[src/rtl/core/sss_pkg.sv]
// sss_pkg: shared widths, codes, command/status structs and cosine table
// for the sky scan sequencer. No dependencies.

package sss_pkg;

   localparam int MAX_TARGETS_DEF = 1024;

   localparam int STEP_W   = 6;
   localparam int DWELL_W  = 16;
   localparam int TIME_W   = 32;
   localparam int AZ_W     = 16;
   localparam int EL_W     = 7;
   localparam int IDX_W    = 11;
   localparam int RING_W   = 7;
   localparam int POS_W    = 9;
   localparam int COS_W    = 17;
   localparam int MODE_W   = 2;
   localparam int EVENT_W  = 2;

   // shared divider widths
   localparam int DVD_W      = 25;
   localparam int DVS_W      = 10;
   localparam int DIV_CNT_W  = $clog2(DVD_W + 1);

   // stream and register port widths
   localparam int REQ_DATA_W = 40;
   localparam int RSP_DATA_W = 40;
   localparam int CSR_AW     = 3;
   localparam int CSR_DW     = 32;
   localparam int REG_SEL_BIT = 2;

   localparam logic [STEP_W-1:0]  STEP_RESET  = 6'd10;
   localparam logic [DWELL_W-1:0] DWELL_RESET = 16'd5000;
   localparam logic [STEP_W-1:0]  STEP_MIN    = 6'd1;
   localparam logic [STEP_W-1:0]  STEP_MAX    = 6'd45;
   localparam int EL_TOP    = 90;
   localparam int AZ_CLAMP  = 17900;
   localparam int AZ_WRAP   = 36000;
   localparam int AZ_SCALE  = 72000;
   localparam int SIZE_SCALE = 720;
   localparam int LAST_BIAS = 180;

   // register selects (address bit 2)
   localparam logic REG_STEP  = 1'b0;
   localparam logic REG_DWELL = 1'b1;

   typedef enum logic [MODE_W-1:0] {
      MODE_TICK  = 2'd0,
      MODE_START = 2'd1,
      MODE_STOP  = 2'd2
   } mode_type;

   typedef enum logic [EVENT_W-1:0] {
      EV_POINT   = 2'd0,
      EV_ARRIVED = 2'd1,
      EV_DONE    = 2'd2,
      EV_STOPPED = 2'd3
   } event_type;

   typedef enum logic [1:0] {
      DIV_LAST = 2'd0,
      DIV_SIZE = 2'd1,
      DIV_AZ   = 2'd2
   } div_sel_type;

   typedef struct packed {
      logic        start_scan;
      logic        finish;
      logic        arrive;
      logic        count_inc;
      logic        adv;
      logic        last_ld;
      logic        size_ld;
      logic        az_ld;
      logic        div_go;
      div_sel_type div_sel;
      logic        emit;
      event_type   ev;
   } cmd_type;

   typedef struct packed {
      logic active;
      logic dwelling;
      logic req_start;
      logic req_stop;
      logic req_tick;
      logic moving;
      logic expired;
      logic count_full;
      logic pos_wrap;
      logic ring_over;
      logic cand_skip;
      logic div_done;
      logic out_free;
   } sts_type;

   // round(65536*cos(d)) for whole degrees 0..89
   localparam logic [COS_W-1:0] COS_TAB [90] = '{
      17'd65536, 17'd65526, 17'd65496, 17'd65446, 17'd65376,
      17'd65287, 17'd65177, 17'd65048, 17'd64898, 17'd64729,
      17'd64540, 17'd64332, 17'd64104, 17'd63856, 17'd63589,
      17'd63303, 17'd62997, 17'd62672, 17'd62328, 17'd61966,
      17'd61584, 17'd61183, 17'd60764, 17'd60326, 17'd59870,
      17'd59396, 17'd58903, 17'd58393, 17'd57865, 17'd57319,
      17'd56756, 17'd56175, 17'd55578, 17'd54963, 17'd54332,
      17'd53684, 17'd53020, 17'd52339, 17'd51643, 17'd50931,
      17'd50203, 17'd49461, 17'd48703, 17'd47930, 17'd47143,
      17'd46341, 17'd45525, 17'd44695, 17'd43852, 17'd42995,
      17'd42126, 17'd41243, 17'd40348, 17'd39441, 17'd38521,
      17'd37590, 17'd36647, 17'd35693, 17'd34729, 17'd33754,
      17'd32768, 17'd31772, 17'd30767, 17'd29753, 17'd28729,
      17'd27697, 17'd26656, 17'd25607, 17'd24550, 17'd23486,
      17'd22415, 17'd21336, 17'd20252, 17'd19161, 17'd18064,
      17'd16962, 17'd15855, 17'd14742, 17'd13626, 17'd12505,
      17'd11380, 17'd10252, 17'd9121,  17'd7987,  17'd6850,
      17'd5712,  17'd4572,  17'd3430,  17'd2287,  17'd1144
   };

   function automatic logic [COS_W-1:0] cos_q16(input logic [EL_W-1:0] d);
      logic [COS_W-1:0] r;
      r = '0;
      if (d < EL_W'(EL_TOP)) begin
         r = COS_TAB[d];
      end
      return r;
   endfunction

endpackage

[src/rtl/core/sky_scan_sequencer.sv]
// sky_scan_sequencer: top level - register port, controller and datapath.
// Depends on sss_pkg, sss_ctrl, sss_dp (and sss_div below it).
//
// Usage: command beats enter on req_ (tuser = mode: tick, start, stop;
// tdata = rotator_moving, time_ms). Each accepted beat yields zero or one
// result beat on rsp_ (tuser = event, tdata = azimuth, elevation, index).
// One beat is worked at a time; req_tready is high only while the
// controller is idle.
// Stop and arrival results pass through the emit state into the result
// register; beats that cause no result leave the controller idle. Each
// pass of the shared serial divider works out 25 quotient bits. A start
// runs three passes before its point result; advancing to a target runs
// count check, advance, candidate and an azimuth pass, with ring check and
// a size pass on a new ring and advance and candidate per skipped slot.
// The result register holds one beat; if the receiver stalls, the block
// holds the next result in its emit state and takes no new beat.
// Reset clears the scan (idle, step 10, dwell 5000 ms) and drops rsp_tvalid.
// Registers: ring step at byte address 0, dwell_ms at 4; step is latched
// at scan start, dwell is used live.

module sky_scan_sequencer #(
   parameter int MAX_TARGETS = sss_pkg::MAX_TARGETS_DEF
) (
   input  logic                            clock,
   input  logic                            reset,
   input  logic                            req_tvalid,
   output logic                            req_tready,
   // tdata: rotator_moving[0], time_ms[32:1], zero fill
   input  logic [sss_pkg::REQ_DATA_W-1:0]  req_tdata,
   // tuser: mode[1:0]
   input  logic [sss_pkg::MODE_W-1:0]      req_tuser,
   output logic                            rsp_tvalid,
   input  logic                            rsp_tready,
   // tdata: target_az_centi[15:0], target elevation[22:16],
   // target_index[33:23], zero fill
   output logic [sss_pkg::RSP_DATA_W-1:0]  rsp_tdata,
   // tuser: event_res[1:0]
   output logic [sss_pkg::EVENT_W-1:0]     rsp_tuser,
   input  logic                            csr_psel,
   input  logic                            csr_penable,
   input  logic                            csr_pwrite,
   input  logic [sss_pkg::CSR_AW-1:0]      csr_paddr,
   input  logic [sss_pkg::CSR_DW-1:0]      csr_pwdata,
   output logic [sss_pkg::CSR_DW-1:0]      csr_prdata,
   output logic                            csr_pready
);

   logic [sss_pkg::STEP_W-1:0]  step_ff, step_in;
   logic [sss_pkg::DWELL_W-1:0] dwell_ff, dwell_in;
   logic                        csr_wr;
   sss_pkg::cmd_type            cmd;
   sss_pkg::sts_type            sts;
   logic signed [sss_pkg::AZ_W-1:0] az;
   logic [sss_pkg::EL_W-1:0]    el;
   logic [sss_pkg::IDX_W-1:0]   idx;

   // register port
   assign csr_pready = 1'b1;
   assign csr_wr     = csr_psel & csr_penable & csr_pwrite & csr_pready;

   always_comb begin
      step_in  = step_ff;
      dwell_in = dwell_ff;
      if (csr_wr) begin
         if (csr_paddr[sss_pkg::REG_SEL_BIT] == sss_pkg::REG_STEP) begin
            step_in = csr_pwdata[sss_pkg::STEP_W-1:0];
         end else begin
            dwell_in = csr_pwdata[sss_pkg::DWELL_W-1:0];
         end
      end
   end

   always_ff @(posedge clock) begin
      if (reset) begin
         step_ff  <= sss_pkg::STEP_RESET;
         dwell_ff <= sss_pkg::DWELL_RESET;
      end else begin
         step_ff  <= step_in;
         dwell_ff <= dwell_in;
      end
   end

   assign csr_prdata = (csr_paddr[sss_pkg::REG_SEL_BIT] == sss_pkg::REG_DWELL) ?
                       sss_pkg::CSR_DW'(dwell_ff) : sss_pkg::CSR_DW'(step_ff);

   sss_ctrl u_ctrl (
      .clock      (clock),
      .reset      (reset),
      .req_tvalid (req_tvalid),
      .req_tready (req_tready),
      .sts        (sts),
      .cmd        (cmd)
   );

   sss_dp #(
      .MAX_TARGETS (MAX_TARGETS)
   ) u_dp (
      .clock           (clock),
      .reset           (reset),
      .cmd             (cmd),
      .sts             (sts),
      .step_cfg        (step_ff),
      .dwell_ms        (dwell_ff),
      .mode            (req_tuser),
      .rotator_moving  (req_tdata[0]),
      .time_ms         (req_tdata[sss_pkg::TIME_W:1]),
      .rsp_tready      (rsp_tready),
      .rsp_tvalid      (rsp_tvalid),
      .event_res       (rsp_tuser),
      .target_az_centi (az),
      .target_el       (el),
      .target_index    (idx)
   );

   assign rsp_tdata = {6'd0, idx, el, az};

endmodule

[src/rtl/core/sss_div.sv]
// sss_div: shared restoring divider, one quotient bit per cycle.
// Depends on sss_pkg for operand widths.

module sss_div (
   input  logic                        clock,
   input  logic                        reset,
   input  logic                        go,
   input  logic [sss_pkg::DVD_W-1:0]   dividend,
   input  logic [sss_pkg::DVS_W-1:0]   divisor,
   output logic [sss_pkg::DVD_W-1:0]   quotient,
   output logic                        done
);

   logic                            busy_ff, busy_in;
   logic                            done_ff, done_in;
   logic [sss_pkg::DIV_CNT_W-1:0]   cnt_ff, cnt_in;
   logic [sss_pkg::DVS_W-1:0]       rem_ff, rem_in;
   logic [sss_pkg::DVS_W-1:0]       dvs_ff, dvs_in;
   logic [sss_pkg::DVD_W-1:0]       quo_ff, quo_in;
   logic [sss_pkg::DVS_W:0]         trial;
   logic [sss_pkg::DVS_W:0]         diff;
   logic                            fits;

   // trial subtract of the shifted remainder
   always_comb begin
      trial = {rem_ff, quo_ff[sss_pkg::DVD_W-1]};
      diff  = trial - {1'b0, dvs_ff};
      fits  = trial >= {1'b0, dvs_ff};
   end

   // next state
   always_comb begin
      busy_in = busy_ff;
      done_in = 1'b0;
      cnt_in  = cnt_ff;
      rem_in  = rem_ff;
      dvs_in  = dvs_ff;
      quo_in  = quo_ff;
      if (go) begin
         busy_in = 1'b1;
         cnt_in  = sss_pkg::DIV_CNT_W'(sss_pkg::DVD_W);
         rem_in  = '0;
         dvs_in  = divisor;
         quo_in  = dividend;
      end else if (busy_ff) begin
         rem_in = fits ? diff[sss_pkg::DVS_W-1:0] : trial[sss_pkg::DVS_W-1:0];
         quo_in = {quo_ff[sss_pkg::DVD_W-2:0], fits};
         cnt_in = cnt_ff - 1'b1;
         if (cnt_ff == sss_pkg::DIV_CNT_W'(1)) begin
            busy_in = 1'b0;
            done_in = 1'b1;
         end
      end
   end

   always_ff @(posedge clock) begin
      if (reset) begin
         busy_ff <= 1'b0;
         done_ff <= 1'b0;
         cnt_ff  <= '0;
      end else begin
         busy_ff <= busy_in;
         done_ff <= done_in;
         cnt_ff  <= cnt_in;
      end
   end

   always_ff @(posedge clock) begin
      rem_ff <= rem_in;
      dvs_ff <= dvs_in;
      quo_ff <= quo_in;
   end

   assign quotient = quo_ff;
   assign done     = done_ff;

endmodule

[src/rtl/core/sss_dp.sv]
// sss_dp: scan datapath - scan state, target arithmetic, result register.
// Depends on sss_pkg and sss_div.

module sss_dp #(
   parameter int MAX_TARGETS = sss_pkg::MAX_TARGETS_DEF
) (
   input  logic                          clock,
   input  logic                          reset,
   input  sss_pkg::cmd_type              cmd,
   output sss_pkg::sts_type              sts,
   input  logic [sss_pkg::STEP_W-1:0]    step_cfg,
   input  logic [sss_pkg::DWELL_W-1:0]   dwell_ms,
   input  logic [sss_pkg::MODE_W-1:0]    mode,
   input  logic                          rotator_moving,
   input  logic [sss_pkg::TIME_W-1:0]    time_ms,
   input  logic                          rsp_tready,
   output logic                          rsp_tvalid,
   output logic [sss_pkg::EVENT_W-1:0]   event_res,
   output logic signed [sss_pkg::AZ_W-1:0] target_az_centi,
   output logic [sss_pkg::EL_W-1:0]      target_el,
   output logic [sss_pkg::IDX_W-1:0]     target_index
);

   localparam int CNT_W = $clog2(MAX_TARGETS + 1);

   // scan state
   logic                          active_ff, active_in;
   logic                          dwelling_ff, dwelling_in;
   logic [sss_pkg::TIME_W-1:0]    dwell_start_ff, dwell_start_in;
   logic [CNT_W-1:0]              count_ff, count_in;
   logic [CNT_W-1:0]              done_cnt_ff, done_cnt_in;
   logic [sss_pkg::RING_W-1:0]    ring_ff, ring_in;
   logic [sss_pkg::RING_W-1:0]    last_ff, last_in;
   logic [sss_pkg::POS_W-1:0]     pos_ff, pos_in;
   logic [sss_pkg::POS_W-1:0]     size_ff, size_in;
   logic                          snake_ff, snake_in;
   logic signed [sss_pkg::AZ_W-1:0] az_ff, az_in;
   logic [sss_pkg::EL_W-1:0]      el_ff, el_in;
   logic [sss_pkg::STEP_W-1:0]    step_ff, step_in;

   // result register
   logic                          ovalid_ff, ovalid_in;
   logic [sss_pkg::EVENT_W-1:0]   oev_ff;
   logic signed [sss_pkg::AZ_W-1:0] oaz_ff;
   logic [sss_pkg::EL_W-1:0]      oel_ff;
   logic [sss_pkg::IDX_W-1:0]     oidx_ff;

   // arithmetic
   logic [sss_pkg::STEP_W-1:0]        step_clamped;
   logic [sss_pkg::RING_W+sss_pkg::STEP_W-1:0] el_raw;
   logic                              el_top;
   logic [sss_pkg::EL_W-1:0]          ring_el;
   logic [26:0]                       size_num;
   logic [sss_pkg::POS_W-1:0]         n_eff;
   logic [sss_pkg::POS_W-1:0]         k_idx;
   logic                              back_half;
   logic [17:0]                       k360, n181;
   logic [18:0]                       k720, n359;
   logic                              clamp_hi;
   logic [sss_pkg::DVD_W-1:0]         div_dvd, q;
   logic [sss_pkg::DVS_W-1:0]         div_dvs;
   logic                              div_done;
   logic [sss_pkg::POS_W:0]           pos_next;

   // clamp step into its legal range
   always_comb begin
      if (step_cfg < sss_pkg::STEP_MIN) begin
         step_clamped = sss_pkg::STEP_MIN;
      end else if (step_cfg > sss_pkg::STEP_MAX) begin
         step_clamped = sss_pkg::STEP_MAX;
      end else begin
         step_clamped = step_cfg;
      end
   end

   // ring elevation and ring-size numerator
   always_comb begin
      el_raw   = (sss_pkg::RING_W+sss_pkg::STEP_W)'(ring_ff) *
                 (sss_pkg::RING_W+sss_pkg::STEP_W)'(step_ff);
      el_top   = el_raw >= (sss_pkg::RING_W+sss_pkg::STEP_W)'(sss_pkg::EL_TOP);
      ring_el  = el_top ? sss_pkg::EL_W'(sss_pkg::EL_TOP) : el_raw[sss_pkg::EL_W-1:0];
      size_num = 27'(sss_pkg::cos_q16(ring_el)) * 27'(sss_pkg::SIZE_SCALE) +
                 (27'(step_ff) << 16);
   end

   // azimuth candidate: index within ring and the range checks
   always_comb begin
      n_eff     = (size_ff == '0) ? sss_pkg::POS_W'(1) : size_ff;
      k_idx     = snake_ff ? pos_ff : (n_eff - 1'b1 - pos_ff);
      back_half = {k_idx, 1'b0} >= {1'b0, n_eff};
      k360      = 18'(k_idx) * 18'd360;
      n181      = 18'(n_eff) * 18'd181;
      k720      = 19'(k_idx) * 19'd720;
      n359      = 19'(n_eff) * 19'd359;
      clamp_hi  = k720 >= n359;
      pos_next  = {1'b0, pos_ff} + 1'b1;
   end

   // divider operand select
   always_comb begin
      unique case (cmd.div_sel)
         sss_pkg::DIV_LAST: begin
            div_dvd = sss_pkg::DVD_W'(step_ff) + sss_pkg::DVD_W'(sss_pkg::LAST_BIAS);
            div_dvs = sss_pkg::DVS_W'(step_ff) << 1;
         end
         sss_pkg::DIV_SIZE: begin
            div_dvd = sss_pkg::DVD_W'(size_num[26:17]);
            div_dvs = sss_pkg::DVS_W'(step_ff);
         end
         sss_pkg::DIV_AZ: begin
            div_dvd = sss_pkg::DVD_W'(k_idx) * sss_pkg::DVD_W'(sss_pkg::AZ_SCALE) +
                      sss_pkg::DVD_W'(n_eff);
            div_dvs = {n_eff, 1'b0};
         end
         default: begin
            div_dvd = '0;
            div_dvs = sss_pkg::DVS_W'(1);
         end
      endcase
   end

   sss_div u_div (
      .clock    (clock),
      .reset    (reset),
      .go       (cmd.div_go),
      .dividend (div_dvd),
      .divisor  (div_dvs),
      .quotient (q),
      .done     (div_done)
   );

   // scan state next values
   always_comb begin
      active_in      = active_ff;
      dwelling_in    = dwelling_ff;
      dwell_start_in = dwell_start_ff;
      count_in       = count_ff;
      done_cnt_in    = done_cnt_ff;
      ring_in        = ring_ff;
      last_in        = last_ff;
      pos_in         = pos_ff;
      size_in        = size_ff;
      snake_in       = snake_ff;
      az_in          = az_ff;
      el_in          = el_ff;
      step_in        = step_ff;
      if (cmd.start_scan) begin
         step_in        = step_clamped;
         active_in      = 1'b1;
         dwelling_in    = 1'b0;
         dwell_start_in = '0;
         count_in       = '0;
         ring_in        = '0;
         pos_in         = '0;
         snake_in       = 1'b1;
         az_in          = '0;
         el_in          = '0;
      end
      if (cmd.finish) begin
         done_cnt_in    = count_ff;
         count_in       = '0;
         active_in      = 1'b0;
         dwelling_in    = 1'b0;
         dwell_start_in = '0;
      end
      if (cmd.arrive) begin
         dwelling_in    = 1'b1;
         dwell_start_in = time_ms;
      end
      if (cmd.count_inc) begin
         count_in       = count_ff + 1'b1;
         dwelling_in    = 1'b0;
         dwell_start_in = '0;
      end
      if (cmd.adv) begin
         if (pos_next >= {1'b0, size_ff}) begin
            ring_in  = ring_ff + 1'b1;
            snake_in = ~snake_ff;
            pos_in   = '0;
         end else begin
            pos_in = pos_next[sss_pkg::POS_W-1:0];
         end
      end
      if (cmd.last_ld) begin
         last_in = q[sss_pkg::RING_W-1:0];
      end
      if (cmd.size_ld) begin
         if (el_top || q[sss_pkg::POS_W-1:0] == '0) begin
            size_in = sss_pkg::POS_W'(1);
         end else begin
            size_in = q[sss_pkg::POS_W-1:0];
         end
      end
      if (cmd.az_ld) begin
         el_in = ring_el;
         if (back_half) begin
            az_in = sss_pkg::AZ_W'(q) - sss_pkg::AZ_W'(sss_pkg::AZ_WRAP);
         end else if (clamp_hi) begin
            az_in = sss_pkg::AZ_W'(sss_pkg::AZ_CLAMP);
         end else begin
            az_in = sss_pkg::AZ_W'(q);
         end
      end
   end

   always_ff @(posedge clock) begin
      if (reset) begin
         active_ff      <= 1'b0;
         dwelling_ff    <= 1'b0;
         dwell_start_ff <= '0;
         count_ff       <= '0;
         done_cnt_ff    <= '0;
         ring_ff        <= '0;
         last_ff        <= '0;
         pos_ff         <= '0;
         size_ff        <= '0;
         snake_ff       <= 1'b1;
         az_ff          <= '0;
         el_ff          <= '0;
         step_ff        <= sss_pkg::STEP_RESET;
      end else begin
         active_ff      <= active_in;
         dwelling_ff    <= dwelling_in;
         dwell_start_ff <= dwell_start_in;
         count_ff       <= count_in;
         done_cnt_ff    <= done_cnt_in;
         ring_ff        <= ring_in;
         last_ff        <= last_in;
         pos_ff         <= pos_in;
         size_ff        <= size_in;
         snake_ff       <= snake_in;
         az_ff          <= az_in;
         el_ff          <= el_in;
         step_ff        <= step_in;
      end
   end

   // result beat register
   always_comb begin
      ovalid_in = ovalid_ff & ~rsp_tready;
      if (cmd.emit) begin
         ovalid_in = 1'b1;
      end
   end

   always_ff @(posedge clock) begin
      if (reset) begin
         ovalid_ff <= 1'b0;
      end else begin
         ovalid_ff <= ovalid_in;
      end
   end

   always_ff @(posedge clock) begin
      if (cmd.emit) begin
         oev_ff <= cmd.ev;
         if (cmd.ev == sss_pkg::EV_POINT || cmd.ev == sss_pkg::EV_ARRIVED) begin
            oaz_ff  <= az_ff;
            oel_ff  <= el_ff;
            oidx_ff <= sss_pkg::IDX_W'(count_ff);
         end else begin
            oaz_ff  <= '0;
            oel_ff  <= '0;
            oidx_ff <= sss_pkg::IDX_W'(done_cnt_ff);
         end
      end
   end

   assign rsp_tvalid      = ovalid_ff;
   assign event_res       = oev_ff;
   assign target_az_centi = oaz_ff;
   assign target_el       = oel_ff;
   assign target_index    = oidx_ff;

   // status back to the controller
   always_comb begin
      sts.active     = active_ff;
      sts.dwelling   = dwelling_ff;
      sts.req_start  = mode == sss_pkg::MODE_START;
      sts.req_stop   = mode == sss_pkg::MODE_STOP;
      sts.req_tick   = mode == sss_pkg::MODE_TICK;
      sts.moving     = rotator_moving;
      sts.expired    = (time_ms - dwell_start_ff) >= sss_pkg::TIME_W'(dwell_ms);
      sts.count_full = count_ff >= CNT_W'(MAX_TARGETS);
      sts.pos_wrap   = pos_next >= {1'b0, size_ff};
      sts.ring_over  = ring_ff > last_ff;
      sts.cand_skip  = back_half && (k360 <= n181);
      sts.div_done   = div_done;
      sts.out_free   = ~ovalid_ff | rsp_tready;
   end

endmodule

[src/rtl/core/sss_ctrl.sv]
// sss_ctrl: sequencing state machine for the sky scan sequencer.
// Depends on sss_pkg for command/status structs and codes.

module sss_ctrl (
   input  logic             clock,
   input  logic             reset,
   input  logic             req_tvalid,
   output logic             req_tready,
   input  sss_pkg::sts_type sts,
   output sss_pkg::cmd_type cmd
);

   typedef enum logic [10:0] {
      ST_IDLE      = 11'b00000000001,
      ST_LAST_GO   = 11'b00000000010,
      ST_LAST_WAIT = 11'b00000000100,
      ST_SIZE_GO   = 11'b00000001000,
      ST_SIZE_WAIT = 11'b00000010000,
      ST_CNT_CHK   = 11'b00000100000,
      ST_ADV       = 11'b00001000000,
      ST_RING_CHK  = 11'b00010000000,
      ST_CAND      = 11'b00100000000,
      ST_AZ_WAIT   = 11'b01000000000,
      ST_EMIT      = 11'b10000000000
   } state_type;

   state_type          state_ff, state_in;
   sss_pkg::event_type ev_ff, ev_in;
   logic               accept;

   assign req_tready = state_ff == ST_IDLE;
   assign accept     = req_tvalid & req_tready;

   always_comb begin
      state_in    = state_ff;
      ev_in       = ev_ff;
      cmd         = '0;
      cmd.ev      = ev_ff;
      cmd.div_sel = sss_pkg::DIV_LAST;
      unique case (state_ff)
         // decode an accepted beat
         ST_IDLE: begin
            if (accept) begin
               if (sts.req_start && !sts.active) begin
                  cmd.start_scan = 1'b1;
                  state_in       = ST_LAST_GO;
               end else if (sts.req_stop && sts.active) begin
                  cmd.finish = 1'b1;
                  ev_in      = sss_pkg::EV_STOPPED;
                  state_in   = ST_EMIT;
               end else if (sts.req_tick && sts.active && !sts.moving) begin
                  if (!sts.dwelling) begin
                     cmd.arrive = 1'b1;
                     ev_in      = sss_pkg::EV_ARRIVED;
                     state_in   = ST_EMIT;
                  end else if (sts.expired) begin
                     cmd.count_inc = 1'b1;
                     state_in      = ST_CNT_CHK;
                  end
               end
            end
         end
         // last ring index for the latched step
         ST_LAST_GO: begin
            cmd.div_go  = 1'b1;
            cmd.div_sel = sss_pkg::DIV_LAST;
            state_in    = ST_LAST_WAIT;
         end
         ST_LAST_WAIT: begin
            if (sts.div_done) begin
               cmd.last_ld = 1'b1;
               state_in    = ST_SIZE_GO;
            end
         end
         // azimuth count of the current ring
         ST_SIZE_GO: begin
            cmd.div_go  = 1'b1;
            cmd.div_sel = sss_pkg::DIV_SIZE;
            state_in    = ST_SIZE_WAIT;
         end
         ST_SIZE_WAIT: begin
            cmd.div_sel = sss_pkg::DIV_SIZE;
            if (sts.div_done) begin
               cmd.size_ld = 1'b1;
               state_in    = ST_CAND;
            end
         end
         ST_CNT_CHK: begin
            if (sts.count_full) begin
               cmd.finish = 1'b1;
               ev_in      = sss_pkg::EV_DONE;
               state_in   = ST_EMIT;
            end else begin
               state_in = ST_ADV;
            end
         end
         // step to the next grid position
         ST_ADV: begin
            cmd.adv  = 1'b1;
            state_in = sts.pos_wrap ? ST_RING_CHK : ST_CAND;
         end
         ST_RING_CHK: begin
            if (sts.ring_over) begin
               cmd.finish = 1'b1;
               ev_in      = sss_pkg::EV_DONE;
               state_in   = ST_EMIT;
            end else begin
               state_in = ST_SIZE_GO;
            end
         end
         // skip or compute the azimuth
         ST_CAND: begin
            if (sts.cand_skip) begin
               state_in = ST_ADV;
            end else begin
               cmd.div_go  = 1'b1;
               cmd.div_sel = sss_pkg::DIV_AZ;
               state_in    = ST_AZ_WAIT;
            end
         end
         ST_AZ_WAIT: begin
            cmd.div_sel = sss_pkg::DIV_AZ;
            if (sts.div_done) begin
               cmd.az_ld = 1'b1;
               ev_in     = sss_pkg::EV_POINT;
               state_in  = ST_EMIT;
            end
         end
         // hand the result beat to the output register
         ST_EMIT: begin
            if (sts.out_free) begin
               cmd.emit = 1'b1;
               state_in = ST_IDLE;
            end
         end
         default: begin
            state_in = ST_IDLE;
         end
      endcase
   end

   always_ff @(posedge clock) begin
      if (reset) begin
         state_ff <= ST_IDLE;
         ev_ff    <= sss_pkg::EV_POINT;
      end else begin
         state_ff <= state_in;
         ev_ff    <= ev_in;
      end
   end

endmodule

[config.mk]
export PLATFORM = sky130hd
export DESIGN_NAME = sky_scan_sequencer
export DESIGN_NICKNAME = d
export VERILOG_FILES = /design/src/rtl/core/sss_pkg.sv /design/src/rtl/core/sky_scan_sequencer.sv /design/src/rtl/core/sss_div.sv /design/src/rtl/core/sss_dp.sv /design/src/rtl/core/sss_ctrl.sv
export SDC_FILE = /design/constraint.sdc
export NUM_CORES = 1
export LEC_CHECK = 0
export BUFFER_PORTS_ARGS = -buffer_cell sky130_fd_sc_hd__buf_2
export CAP_MARGIN = 40
export CELL_PAD_IN_SITES_DETAIL_PLACEMENT = 0
export CELL_PAD_IN_SITES_GLOBAL_PLACEMENT = 2
export CORE_MARGIN = 3
export CORE_UTILIZATION = 30
export CTS_CLUSTER_DIAMETER = 100
export DETAILED_ROUTE_END_ITERATION = 8
export GPL_ROUTABILITY_DRIVEN = 0
export PLACE_DENSITY = 0.68
export SLEW_MARGIN = 20
export SYNTH_ARGS = -nofsm -noshare
export SYNTH_HDL_FRONTEND = slang
export SYNTH_SLANG_ARGS = --single-unit
[constraint.sdc]
create_clock -name clock -period 24.3 [get_ports clock]
set_input_delay 4.86 -clock clock [delete_from_list [all_inputs] [get_ports clock]]
set_output_delay 4.86 -clock clock [all_outputs]
set_load 0.02 [all_outputs]
== Word-level counts from Yosys, hierarchy flattened ==
Memory sizes are Yosys's and may differ from the RTL's.
Index checks and enable logic that the tools add are counted.

* Eq/ne operators: 29
* Multiplexer cells: 95
* Bitwise gates (word level): 11
* Reduce and logical (&&, ||, !) cells: 30
* Order comparisons: 13
* Add/sub/neg operators: 12
* Multiply operators: 7

{| class="wikitable"
|+ Operators with widths
! kind !! number
|-
| $mux 11 || 16
|-
| $pmux 11 s11 || 1
|-
| $mux 32 || 3
|-
| $mux 16 || 5
|-
| $pmux 25 s3 || 1
|-
| $mux 9 || 7
|-
| $mux 17 || 3
|-
| $mux 25 || 2
|-
| $mux 7 || 6
|-
| $ge 32x16->1 || 1
|-
| $sub 32x32->32 || 1
|-
| $mul 9x6->15 const B || 2
|-
| $pmux 10 s3 || 1
|-
| $add 27x22->27 || 1
|-
| $mux 1 || 26
|-
| $add 25x9->25 || 1
|-
| $mul 17x6->23 const B || 1
|-
| $mux 2 || 11
|-
| $ge 10x9->1 || 2
|-
| $mux 10 || 2
|-
| $ge 19x18->1 || 1
|-
| $mul 9x11->19 const B || 1
|-
| $le 18x17->1 || 1
|-
| $logic_not 9->1 || 2
|-
| 63 further kinds || 99
|}

* Memories kept: 1
* Word-level logic and storage cells: 227
* Output and inout bits: 77
* ROM bits: 2176
* Register bits after elaboration: 242
* Bits of input ports: 84

{| class="wikitable"
|+ Memories
! name !! words !! width !! rd ports !! clocked after Yosys merged registers in !! write ports !! RTL line !! source
|-
| (no name shown) || 128 || 17 || 1 || 0 || 0 || sss_pkg.sv:123 || <nowiki>r = COS_TAB[d];</nowiki>
|}

== Depth between registers and ports, before layout ==
Gate-level depths: netlist (run 1).

* Depth after elaboration: 13
* Depth in mapped cells: 50
* Gate-level depth less buffers: 47

== Modules after synthesis ==
Synthesis (run 1) repeated with hierarchy kept, for this count alone.

* Cells, all modules: 3055
* Area total of the unflattened synthesis: 25898.6 um2

{| class="wikitable"
|+ Modules (own cells, without submodules)
! module !! cells an instance !! area each (um2) !! instances !! seq. area each (um2)
|-
| sss_dp || 2561 || 20890.0 || 1 || 3463.3
|-
| sss_div || 208 || 2548.7 || 1 || 1391.3
|-
| sky_scan_sequencer || 134 || 1280.0 || 1 || 440.4
|-
| sss_ctrl || 152 || 1179.9 || 1 || 260.2
|}

== Least setup slack after synthesis (run 1) ==
OpenSTA, ideal clock, no wires.

* Path type: flip-flop to flip-flop
* Start point: register u_dp.step_ff[5] (netlist name)
* End point: register u_dp.u_div.quo_ff, in the netlist u_dp.u_div.quotient[9], data pin
* Arrival: 10.344 ns
* Slack: 13.690 ns
* Clock period less this slack: 10.610 ns
* Path buffers: 3
* Data required time: 24.034 ns
* Setup time: 0.266 ns
* Stages on the path, launching flop included: 44
* Path through: dfxtp_1 > clkbuf_1 > nand2_1 > fa_1 > fa_1 > fa_1 > inv_1 > ha_1 > xor2_2 > o21ai_2 > a2111oi_4 > o221ai_2 > nor3_2 > clkbuf_1 > nand2_1 > ha_1 > clkbuf_1 > xnor2_1 > (+8 left out) > inv_1 > fa_1 > ha_1 > o21ai_0 > a221o_1 > a31oi_1 > mux2_2 > fa_1 > nand3b_1 > nand2_1 > a21o_1 > a21o_1 > nand2_1 > nor4_1 > maj3_1 > o31ai_1 > o21ai_0 > a31oi_1

* Cells in the longest elaborated chain, start to end: 12
* Elaborated cells on any way between the ends: 13
* Those cells by class: 1 x add/sub; 2 x mul; 2 x order compare; 6 x mux; 1 x bitwise; 1 x memory

{| class="wikitable"
|+ RTL lines
! what !! RTL line !! source
|-
| from (decl) || sss_dp.sv:39 || <nowiki>logic [sss_pkg::STEP_W-1:0] step_ff, step_in;</nowiki>
|-
| from (signal assigned) || sss_dp.sv:220 || <nowiki>step_ff <= sss_pkg::STEP_RESET;</nowiki>
|-
| from (signal assigned) || sss_dp.sv:234 || <nowiki>step_ff <= step_in;</nowiki>
|-
| $mul 7x6->13 || sss_dp.sv:78 || <nowiki>el_raw = (sss_pkg::RING_W+sss_pkg::STEP_W)'(ring_ff) *</nowiki>
|-
| $ge 13x7->1 || sss_dp.sv:80 || <nowiki>el_top = el_raw >= (sss_pkg::RING_W+sss_pkg::STEP_W)'(sss_pkg::EL_TOP);</nowiki>
|-
| $mux 7 || sss_dp.sv:81 || <nowiki>ring_el = el_top ? sss_pkg::EL_W'(sss_pkg::EL_TOP) : el_raw[sss_pkg::EL_W-1:0];</nowiki>
|-
| $not 7->8 (not written as such) || sss_pkg.sv:123 ||
|-
| $mem_v2 128x17 || -- ||
|-
| $mux 17 (not written as such) (2 in a row) || sss_pkg.sv:123 ||
|-
| $mux 17 || sss_pkg.sv:122 || <nowiki>if (d < EL_W'(EL_TOP)) begin</nowiki>
|-
| $mul 17x6->23 || sss_dp.sv:82 || <nowiki>size_num = 27'(sss_pkg::cos_q16(ring_el)) * 27'(sss_pkg::SIZE_SCALE) +</nowiki>
|-
| $add 27x22->27 * || sss_dp.sv:82 ||
|-
| $pmux 25 s3 * || sss_dp.sv:101 || <nowiki>unique case (cmd.div_sel)</nowiki>
|-
| $mux 25 * || sss_div.sv:39 || <nowiki>if (go) begin</nowiki>
|-
| via u_dp.u_div.quo_in (one bit) || sss_div.sv:19 || <nowiki>logic [sss_pkg::DVD_W-1:0] quo_ff, quo_in;</nowiki>
|-
| to (signal assigned) || sss_div.sv:71 || <nowiki>quo_ff <= quo_in;</nowiki>
|-
| to (decl) || sss_div.sv:19 ||
|}

The timed path passes the listed nets; every way through them passes the cells marked *. The select of a mux whose other input is x is not followed.
A chain may end at the register's enable or synchronous reset.

== Worst setup path in the final report (run 1) ==
* Start point: register u_dp.step_ff[0] (netlist name)
* End point: register u_dp.u_div.quo_ff, in the netlist u_dp.u_div.quotient[9], data pin

Same word-level chain as after synthesis.

==> metrics, run 1 <==
number of optimization iterations in the first detailed-route pass=5; crit path launch type=flop; Hold-fix buffers, CTS=0; Arrival @ worst endpoint=13.86 ns; FFs w/ async S/R, synth=0%; startpoint of the worst setup timing path=u_dp.step_ff[0]$_SDFFE_PP0P_; initial core utilization=between 30% and 40%; average wire length per cell after detail routing=17.88 um; final critical delay including setup and external delays=13.62 ns; final critical-path setup slack=10.68 ns; required time of the worst setup path=24.54 ns; DRC viols=0; total global routing track utilization=17.06%; largest stage delay on the critical path=0.70 ns; area growth from synthesis to layout=10.98%; cell count after synthesis=between 3,000 and 4,000; total power of the final layout=between 1 and 1.5 mW; wire length of the first global-routing pass=125,800 um; number of sinks handled by clock tree synthesis=242; hold violation total from the final report=0; final WL=78,890 um; initial detailed-routing violation count=1,274; CP max FO=between 50 and 60; Main synth FF type=sky130_fd_sc_hd__dfxtp_1; H-tree levels=2; achievable frequency=0.07342 GHz; number of buffers added for setup after CTS=0; max-cap violations=0; Setup crit end kind=flop; proportion of synthesized chip area in sequential cells=21.24%; CTS tree=done; Resize count post-CTS=0; # setup viols final=0; number of register bits inferred by synthesis=242; dpl cell area=27,890 um^2; number of fill cells in the layout=roughly 9,100; vertical die dimension=301.3 um; via total after detailed routing=22,870; Place WS=10.81 ns; number of global-route vias before repair=22,830; post-synthesis cell area=26,160 um^2; pin count of the biggest net entering global routing=67; area of the placeable core=85,820 um^2; final HPWL from detailed placement=between 60,000 and 70,000 um; number of vias per cell after detailed routing=5.185; die area=90,760 um^2; floorplan die width=~300 um; area occupied by registers=5557 um^2; library cell used as clock root buffer=sky130_fd_sc_hd__clkbuf_16; I/O Buffers=~110; latest clock arrival within the worst-skew pair=0.54 ns; gr ovfl total=0; average footprint of a synthesized cell=8.176 um^2; post-route ant nets=0; share of layout cells above drive strength 1=9.522%; Final Net Count=3,795; static leakage=12.68 nW; final-layout setup total negative slack=0 ns; cell with the most instances on the worst path=sky130_fd_sc_hd__fa_1; RSZ-0062 raised after global routing=no; final non-filler cell area=29,030 um^2; number of slew-limit violations in the final report=0; final period utilization=a little under three fifths; startpoint of the worst register-to-register path=u_dp.step_ff[0]$_SDFFE_PP0P_; count of flip-flops with a built-in enable after synthesis=71; row count=107; setup skew after layout=around 0.03 ns; number of library cell types mapped by synthesis=109; Tightest Hold Check Type=reg2reg; Critical-path top delay cell=sky130_fd_sc_hd__dfxtp_1; area used by multi-input combinational logic=18,520 um^2; power density cells=around 38 nW/um^2; clock tree buffer depth=3; VDD IR max=41.95 uV; TritonCTS Buffers=34; Crit Path Category=reg2reg; clock-pin slew on the worst setup and hold paths=about 0.060 ns; hold wc startpoint=u_ctrl.ev_ff[0]$_SDFFE_PP0P_; outcome=finished clean; number of antenna violations at the first check in global routing=3; worst hold margin=0.4463 ns; Ys Warns=0; pin slew with the least headroom to its limit=0.8923 ns; number of top-level design ports=~160; Worst slew margin=40.06%
final cells by class:
class                           count  area share (%)
Multi-Input combinational cell   2431           63.80
Sequential cell                   242           19.14
Tap cell                         1144           4.931
Inverter                          374           4.836
Timing Repair Buffer              159           3.410
Clock buffer                       45           3.285
Clock inverter                     15          0.5862
Antenna cell                        1        0.008621
cell usage in the layout, fill, tap and decap left out, types with 101 or more instances in the layout:
| master | netlist | routed |
|---|---|---|
| sky130_fd_sc_hd__dfxtp_1 | 171 | 170 |
| sky130_fd_sc_hd__nand2_1 | 241 | 241 |
| sky130_fd_sc_hd__o21ai_0 | 157 | 157 |
| sky130_fd_sc_hd__nand3_1 | 101 | 101 |
| sky130_fd_sc_hd__nor2_1 | 258 | 256 |
| sky130_fd_sc_hd__a21oi_1 | 253 | 253 |
| sky130_fd_sc_hd__ha_1 | 352 | 351 |
| sky130_fd_sc_hd__inv_1 | 370 | 370 |
| sky130_fd_sc_hd__buf_2 | 22 | 113 |
| sky130_fd_sc_hd__fa_1 | 117 | 117 |
logic make-up after synthesis:
| family | count (synthesis) | synth area share, % |
|---|---|---|
| xor+xnor | 124 | 4.210 |
| buf+inv | 547 | 8.453 |
| compound gates | 792 | 19.78 |
| mux | 62 | 2.583 |
| simple gates | 960 | 17.87 |
| fa+ha+maj | 470 | 25.83 |
| flops | 242 | 21.24 |
| other cells | 2 | 0.02871 |
flip-flops by register name, indices dropped and copies added (netlist names), 9 cells and up:
name                  cells
u_dp.dwell_start_ff      32
u_dp.u_div.quotient      25
dwell_ff                 16
u_dp.az_ff               16
u_dp.target_az_centi     16
u_ctrl.state_ff          11
u_dp.count_ff            11
u_dp.done_cnt_ff         11
u_dp.target_index        11
u_dp.u_div.dvs_ff        10
u_dp.u_div.rem_ff        10
u_dp.pos_ff               9
u_dp.size_ff              9
final timing paths:
kind	cells after the start	end	slack, ns
worst min register to register	0	u_dp.event_res[0]$_DFFE_PP_	0.45
worst max-delay path	44	u_dp.u_div.quotient[9]$_DFFE_PP_	10.68
worst max register to register	44	u_dp.u_div.quotient[9]$_DFFE_PP_	10.68
worst min-delay path	0	u_dp.event_res[0]$_DFFE_PP_	0.45
layer usage:
layer  global-route usage [%]  up-vias  routed length, um
met1                    23.12    11000              37290
met2                    28.31      462              36430
met3                    2.260      107               3187
met4                    4.811        4               1945
met5                        0        -                 31
li1                         -    11300                  -
power breakdown:
part	switching (mW)	internal [mW]
registers	0.0103	0.426
logic	0.102	0.0663
clock network	0.196	0.309
total	0.308	0.801
cells in the mapped netlist, types with 43 or more instances:
cell	count	area share, %
sky130_fd_sc_hd__nand2_1	241	3.5
sky130_fd_sc_hd__inv_1	370	5.3
sky130_fd_sc_hd__xor2_1	46	1.5
sky130_fd_sc_hd__o21ai_0	157	3.0
sky130_fd_sc_hd__nor2b_1	59	1.4
sky130_fd_sc_hd__a21oi_1	253	4.8
sky130_fd_sc_hd__edfxtp_1	71	8.2
sky130_fd_sc_hd__a21o_1	43	1.2
sky130_fd_sc_hd__xnor2_1	76	2.5
sky130_fd_sc_hd__nand3_1	101	1.9
sky130_fd_sc_hd__clkbuf_1	109	1.6
sky130_fd_sc_hd__fa_1	117	9.0
sky130_fd_sc_hd__nor2_1	258	3.7
sky130_fd_sc_hd__nor3_1	73	1.4
sky130_fd_sc_hd__dfxtp_1	171	13
sky130_fd_sc_hd__ha_1	352	17
worst max-delay path: cells and delay by family (launching register included):
kind | cells | cell delay, ns
buf+inv | 7 | 1.66
fa+ha+maj | 11 | 4.65
flops | 1 | 0.70
compound gates | 14 | 2.61
simple gates | 11 | 3.36
xor+xnor | 1 | 0.30
per-stage QoR:
stage | instances | util [%]
final | 4411 | 33.82
after global routing | 4410 | 33.82
after CTS | 4408 | 33.81
after detailed placement | 4348 | 32.50
after global placement | 4337 | 32.31
after floorplan | 3220 | -
No activity file was read; power rests on OpenSTA's default activity.
==> run 2, diff against run 1 <==
--- a/config.mk
+++ b/config.mk
@@ -14,7 +14,7 @@
 export CTS_CLUSTER_DIAMETER = 100
 export DETAILED_ROUTE_END_ITERATION = 8
 export GPL_ROUTABILITY_DRIVEN = 0
-export PLACE_DENSITY = 0.68
+export PLACE_DENSITY = 0.7
 export SLEW_MARGIN = 20
 export SYNTH_ARGS = -nofsm -noshare
 export SYNTH_HDL_FRONTEND = slang
==> constraint.sdc (replaced) <==
create_clock -name clock -period 12.5 [get_ports clock]
set_input_delay 2.5 -clock clock [delete_from_list [all_inputs] [get_ports clock]]
set_output_delay 2.5 -clock clock [all_outputs]
set_load 0.02 [all_outputs]
==> metrics, run 2 (synthesis gave the netlist of run 1 again) <==
Worst slew margin=47.27% (+7.2 points); number of top-level design ports=161 (unchanged); Arrival @ worst endpoint=11.98 ns (-1.88 ns); # setup viols final=0 (unchanged); number of global-route vias before repair=21,960 (-3.8%); CP max FO=9 (-84%); number of sinks handled by clock tree synthesis=242 (unchanged); R2R setup slack=0.84 ns (-9.84 ns); static leakage=12.75 nW (+0.56%); final WL=80,240 um (+1.7%); total power of the final layout=2.090 mW (+88%); number of optimization iterations in the first detailed-route pass=5 (unchanged); TritonCTS Buffers=31 (-8.8%); area used by multi-input combinational logic=18,530 um^2 (about the same); highest metal layer used by the detailed router=met4; met2 routed WL=36,600 um (+0.48%); I/O Buffers=112 (unchanged); gr ovfl total=0 (unchanged); final HPWL from detailed placement=63,330 um (+2.4%); most common library cell in the layout ignoring fill and taps=sky130_fd_sc_hd__inv_1; vertical die dimension=301.3 um (unchanged); CP delay by family, top=adder cells; row count=107 (unchanged); clock-pin slew on the worst setup and hold paths=0.06 ns (about the same); number of vias per cell after detailed routing=5.062 (-2.4%); average wire length per cell after detail routing=18.11 um (+1.3%); wire length on met1=39,180 um (+5.1%); achievable frequency=0.08575 GHz (+17%); Critical-path top delay cell=sky130_fd_sc_hd__a2111oi_1; area of the placeable core=85,820 um^2 (unchanged); Largest register FFs=32 (unchanged); post-route ant nets=0 (unchanged); Biggest register=u_dp.dwell_start_ff; number of slew-limit violations in the final report=0 (unchanged); final-layout setup total negative slack=0 ns (unchanged); hold violation total from the final report=0 (unchanged); DRC viols=0 (unchanged); power density cells=71.85 nW/um^2 (+88%); CTS tree=done; area occupied by registers=5558 um^2 (about the same); number of buffers added for setup after CTS=0 (unchanged); setup skew after layout=0.02982 ns (-0.001067 ns); initial core utilization=30.48% (unchanged); crit path launch type=flop; final non-filler cell area=29,090 um^2 (+0.23%); most used cells in the layout excluding fill and tap cells=370 x sky130_fd_sc_hd__inv_1, 350 x sky130_fd_sc_hd__ha_1, 256 x sky130_fd_sc_hd__nor2_1; die area=90,760 um^2 (unchanged); Crit Path Category=reg2reg; largest stage delay on the critical path=0.57 ns (-0.13 ns); pin count of the biggest net entering global routing=67 (unchanged); final critical delay including setup and external delays=11.66 ns (-1.960 ns); area growth from synthesis to layout=11.24%; Tightest Hold Check Type=reg2reg; initial detailed-routing violation count=1,320 (+3.6%); RSZ-0062 raised after global routing=no; Final Net Count=3,815 (+0.53%); Diodes inserted=0 (-1); routed wire length on met3=2572 um (-19%); latest clock arrival within the worst-skew pair=0.58 ns (+0.04 ns); via total after detailed routing=22,430 (-1.9%); floorplan die width=301.3 um (unchanged); total global routing track utilization=17.27% (+0.22 points); Setup crit end kind=flop; number of antenna violations at the first check in global routing=0 (-3); outcome=finished clean; final period utilization=93.29% (+37 points); pin slew with the least headroom to its limit=0.7891 ns (-0.1032 ns); Util after Layout=33.90% (+0.079 points); dpl cell area=28,050 um^2 (+0.59%); H-tree levels=1 (-1); Critical path buffers and inverters=9 (+2); worst hold margin=0.4537 ns (+0.007436 ns); max-cap violations=0 (unchanged); wire length of the first global-routing pass=126,200 um (+0.33%); number of fill cells in the layout=9,175 (+0.70%); clock tree buffer depth=3 (unchanged); share of layout cells above drive strength 1=10.28% (+0.76 points); library cell used as clock root buffer=sky130_fd_sc_hd__clkbuf_16; VDD IR max=111.6 uV (+170%); required time of the worst setup path=12.82 ns (-11.72 ns)
## run 2: cell types whose count changed in the layout (fill, tap and decap cells not counted), moves of 2 or more
cell | previous run | this run
sky130_fd_sc_hd__buf_4 | 38 | 63
sky130_fd_sc_hd__clkinv_2 | 4 | 8
sky130_fd_sc_hd__inv_6 | 2 | 4
sky130_fd_sc_hd__clkbuf_16 | 35 | 31
## run 2: worst min-delay path, stage by stage (launching register included)
cell,delay [ns]
sky130_fd_sc_hd__dfxtp_1,0.30
sky130_fd_sc_hd__nand2_1,0.05
sky130_fd_sc_hd__a21oi_1,0.05
## run 2: power by group
part           internal [mW]  leakage, nW  total (mW)  switching [mW]
registers              0.828         2.02       0.849          0.0210
clock network          0.536        0.509       0.911           0.375
logic                  0.128         10.2       0.331           0.203
total                   1.49         12.8        2.09           0.598
## run 2: layout make-up
class	instances	share of cell area [%]
multi-input cells	2431	63.68
clock inverters	19	0.6494
repair buffers	182	3.952
clock buffers	39	2.873
inverters	374	4.825
well taps	1144	4.920
flip-flops and latches	242	19.10
## run 2: path summary, 6_finish.rpt
check | start | end | cells after the start
worst min-delay path | u_dp.az_ff[10]$_SDFFE_PP0P_ | u_dp.az_ff[10]$_SDFFE_PP0P_ | 2
worst max register to register | u_dp.step_ff[5]$_SDFFE_PP0P_ | u_dp.u_div.quotient[8]$_DFFE_PP_ | 46
worst max-delay path | u_dp.step_ff[5]$_SDFFE_PP0P_ | u_dp.u_div.quotient[8]$_DFFE_PP_ | 46
worst min register to register | u_dp.az_ff[10]$_SDFFE_PP0P_ | u_dp.az_ff[10]$_SDFFE_PP0P_ | 2
## run 2: repair_timing
action	in CTS	in global routing
gates resized for setup	0	3
setup endpoints to repair	0	3
hold buffers	0	0
## run 2: per-layer routing
metal	GRT usage [%]	vias to the layer above
met1	24.75	10600
li1	-	11320
met4	4.081	0
met2	28.20	419
met3	1.231	95
met5	0	-
## run 2: stage by stage
| stage | setup WS (ns) | std cells |
|---|---|---|
| 2_1_floorplan | 1.890 | 3220 |
| 3_3_place_gp | 0.6326 | 4364 |
| 3_5_place_dp | 0.6795 | 4372 |
| 4_1_cts | 0.6014 | 4430 |
| 5_1_grt | 0.04469 | 4431 |
| 6_report | 0.8384 | 4431 |
